<file path="config.mk">
export PLATFORM = sky130hd
export DESIGN_NAME = ppurp_ctrl
export DESIGN_NICKNAME = d
export VERILOG_FILES = /design/src/rtl/core/ppurp_pkg.sv /design/src/rtl/core/ppurp_ctrl.sv
export SDC_FILE = /design/constraint.sdc
export NUM_CORES = 1
export LEC_CHECK = 0
export BUFFER_PORTS_ARGS = -buffer_cell sky130_fd_sc_hd__buf_2
export CORE_AREA = 2 2 39 41
export CTS_CLUSTER_SIZE = 25
export DETAILED_ROUTE_END_ITERATION = 6
export DIE_AREA = 0 0 41 43
export HOLD_SLACK_MARGIN = 0.08
export MAX_ROUTING_LAYER = met4
export SYNTH_ARGS = -nofsm -noshare
export SYNTH_HDL_FRONTEND = slang
export SYNTH_SLANG_ARGS = --single-unit
export TNS_END_PERCENT = 50
</file>
<file path="constraint.sdc">
create_clock -name clk -period 1.9 [get_ports clk]
set_input_delay 0.19 -clock clk [delete_from_list [all_inputs] [get_ports clk]]
set_output_delay 0.19 -clock clk [all_outputs]
set_load 0.01 [all_outputs]
</file>
<file path="src/rtl/core/ppurp_pkg.sv">
package ppurp_pkg;

	localparam int unsigned VRAM_DEPTH = 16384;
	localparam int unsigned VRAM_AW    = $clog2(VRAM_DEPTH);

	localparam logic [VRAM_AW-1:0] VRAM_STEP_ROW = VRAM_AW'(32);
	localparam logic [VRAM_AW-1:0] VRAM_STEP_COL = VRAM_AW'(1);

	localparam logic [7:0] STATUS_RESET = 8'hA0;

	typedef enum logic [1:0] {
		FUNC_WRITE  = 2'd0,
		FUNC_READ   = 2'd1,
		FUNC_VBLANK = 2'd2,
		FUNC_NONE   = 2'd3
	} func_t;

	localparam logic [2:0] REG_CTRL   = 3'd0;
	localparam logic [2:0] REG_STATUS = 3'd2;
	localparam logic [2:0] REG_SCROLL = 3'd5;
	localparam logic [2:0] REG_ADDR   = 3'd6;
	localparam logic [2:0] REG_DATA   = 3'd7;

	typedef enum logic [2:0] {
		ST_IDLE = 3'b001,
		ST_EXEC = 3'b010,
		ST_DONE = 3'b100
	} state_t;

	typedef struct packed {
		logic capture;
		logic exec;
		logic deliver;
	} cmd_t;

endpackage

</file>
<file path="src/rtl/core/ppurp_ctrl.sv">
module ppurp_ctrl (
	input  logic             clk,
	input  logic             arst_n,
	input  logic             start,
	output logic             busy,
	output ppurp_pkg::cmd_t  cmd
);

	ppurp_pkg::state_t state_q;
	ppurp_pkg::state_t state_d;
	logic              accept;

	assign busy   = (state_q == ppurp_pkg::ST_EXEC);
	assign accept = start && !busy;

	always_comb begin
		state_d = state_q;
		case (state_q)
			ppurp_pkg::ST_IDLE: begin
				if (accept) state_d = ppurp_pkg::ST_EXEC;
			end
			ppurp_pkg::ST_EXEC: begin
				state_d = ppurp_pkg::ST_DONE;
			end
			ppurp_pkg::ST_DONE: begin
				state_d = accept ? ppurp_pkg::ST_EXEC : ppurp_pkg::ST_IDLE;
			end
			default: begin
				state_d = ppurp_pkg::ST_IDLE;
			end
		endcase
	end

	always_ff @(posedge clk or negedge arst_n) begin
		if (!arst_n) begin
			state_q <= ppurp_pkg::ST_IDLE;
		end else begin
			state_q <= state_d;
		end
	end

	assign cmd.capture = accept;
	assign cmd.exec    = busy;
	assign cmd.deliver = (state_q == ppurp_pkg::ST_DONE);

endmodule

</file>
==> results_dict.tcl <==
set metrics [dict create \
    dr_wl_met3_microns 41 \
    finalSetupViolations 0 \
    postRouteWirelength_microns 363 \
    min_path_type "in -> reg" \
    drc 0 \
    numCtsBuffers 3 \
    path_class "reg -> out" \
    netlist_area_sq_um 181 \
    r2r_end "state_q[0]$_DFFE_PN1P_" \
    clk_latency_ns 0.23 \
    routed_via_density 3.23 \
    async_flop_share_pct 100 \
    hold_violations 0 \
    r2r_slack_ns 0.90 \
    start_util_pct 13.1 \
    tritoncts "yes" \
    die_h_microns 43 \
    rsz0062_at_grt "false" \
    drt_iter0_markers 1 \
    cp_cell_sequence "nor3b_2 > nor2b_1 > buf_2" \
    hold_path_depth 2 \
    status "finished, final reports clean" \
    ys_top_cells_by_count "buf_4 (2), dfrtp_1 (2), nor3b_1 (2), nor3b_2 (2)" \
    grt_pass1_vias 142 \
    io_pins 7 \
    post_cts_buffers 0 \
    layout_worst_path_cycle_share_pct 72.9 \
    postCtsHoldBufs 1 \
    yosys.area.top_type "dfrtp_1" \
    wl_met2_microns 120 \
    place_ws_ns 0.772 \
    power_density_nw_per_um2 1370 \
    max_cap_viol_count 0 \
    area_growth_pct 39.3 \
    total_power_w 0.000345 \
    drt_first_pass_iters 2 \
    gp_congestion 0.597 \
    tns_ns 0 \
    min_to "state_q[1]$_DFFE_PN0P_" \
    fin_crit_ns 1.39 \
    hold_ws_ns 0.247 \
    die-area_sq_um 1760 \
    netlist_instances 14 \
    antenna_found_initial 0 \
    clockRootBuffer "clkbuf_4" \
    n_antenna_cell 0 \
    yosysWarnings 0 \
    clock_path_buffers 2 \
    wl_met1_microns 201 \
    grt_max_degree 7 \
    vdd_drop_max_v 0.000430 \
    crit_required_ns 1.71 \
    synth_nets 17 \
    tightest_slew_ns 0.284 \
    nFillCells 154 \
    num_rows 14 \
    grt-ovfl-total 0 \
    ys.flop_type "dfrtp_1" \
    slew_viol_final 0 \
    finalInstanceArea_sq_um 253 \
    core_sq_um 1380 \
    critPathArrivalTime_ns 1.20 \
    nets 27 \
    largest_register_ffs 3 \
    top_register "state_q" \
    routed.top_layer "met3" \
    slew_headroom_pct 81.0 \
    postPlaceCellArea_sq_um 216 \
    grt_usage_pct 6.08 \
    htreeDepth 1 \
    vias 126 \
    max_freq_mhz 722 \
    drive_gt1_share_pct 60.9 \
    critPathMaxFanout 6 \
    multi_input_comb_area_sq_um 90.1 \
    cp-end-kind "output pin" \
    cts_resized 0 \
    cp-start-kind "flip-flop" \
    cts.sinks 3 \
    synth-edff-count 0 \
    rr_worst_depth 2 \
    cp_slowest_cell "dfrtp_1" \
    synthDistinctLibCells 10 \
    seq_area_sq_um 76.3 \
    synth.avg_cell_area_sq_um 13.0 \
    die-width_microns 41 \
    setup_slack_ns 0.514 \
    clk_pin_slew_worst_paths_ns 0.04 \
    skew_ns 0.000494 \
    yosysSeqAreaShare_pct 42.1 \
    synth_seq_cells 3 \
    min_from "start" \
    reg_top3 "state_q (3)" \
    wl_per_cell_microns 9.31 \
    antenna_left 0 \
    port_buffers 6 \
    grt_pass1_wl_microns 600 \
    slowest_delay_ns 0.44 \
    p_leak_nw 0.110 \
    reg2reg_from "state_q[0]$_DFFE_PN1P_" \
    synth_top_area_share_pct 27.6 \
    ys_top_cells_by_area "dfrtp_1 (28%), dfstp_2 (14%), nor3b_2 (14%)" \
]
## worst max-delay path by stage
stage                  end  cells past startpoint                   start  slack (ns)
global placement    cmd[2]                      3  state_q[1]$_DFFE_PN0P_        0.76
global route        cmd[2]                      3  state_q[1]$_DFFE_PN0P_        0.42
finish              cmd[2]                      3  state_q[2]$_DFFE_PN0P_        0.51
detailed placement  cmd[2]                      3  state_q[2]$_DFFE_PN0P_        0.77
floorplan           cmd[2]                      3  state_q[2]$_DFFE_PN0P_        0.73
CTS                 cmd[2]                      3  state_q[2]$_DFFE_PN0P_        0.51
## stage by stage
step           cells  utilization, %
2_1_floorplan     14               -
6_report          39            18.3
3_3_place_gp      34            15.6
4_1_cts           39            18.3
3_5_place_dp      34            15.6
5_1_grt           39            18.3
## worst max-delay path: cells and delay by family (launching register included)
kind | cells | cell delay (ns)
flip-flops | 1 | 0.44
AND/OR/NAND/NOR | 2 | 0.38
buffers and inverters | 1 | 0.14
## area by class of cell
class	instances	area share (%)
Tap cell	16	7.92
Sequential cell	3	30.2
Timing Repair Buffer	7	15.8
Clock buffer	4	10.4
Multi-Input combinational cell	9	35.6
## cell families (layout without fill, tap and decap cells)
| logic type | after synthesis | after routing | synth area share [%] |
|---|---|---|---|
| XOR/XNOR | 1 | 1 | 4.83 |
| AND/OR/NAND/NOR | 8 | 8 | 44.8 |
| flip-flops | 3 | 3 | 42.1 |
| buffers and inverters | 2 | 11 | 8.27 |
## power by group
group / internal [W] / switching, W
clock network: 0.0000788 / 0.0000340
registers: 0.0000947 / 0.0000400
logic: 0.0000596 / 0.0000380
total: 0.000233 / 0.000112
## cells in the final DEF (no fill, tap or decap)
cell type      n
nor2b_1        1
dfstp_2        1
and4bb_2       1
dfrtp_1        2
nor3b_2        2
buf_2          6
clkbuf_1       1
nor3b_1        2
xnor2_1        1
clkbuf_4       3
nor3_2         1
dlygate4sd3_1  1
and4bb_1       1
## layer usage
metal | global-route usage [%] | vias to the layer above
met5 | - | -
met4 | 8.00 | 0
met3 | 4.71 | 0
met2 | 5.00 | 7
met1 | 7.12 | 53
li1 | - | 66
(Power assumes the default switching activity.)
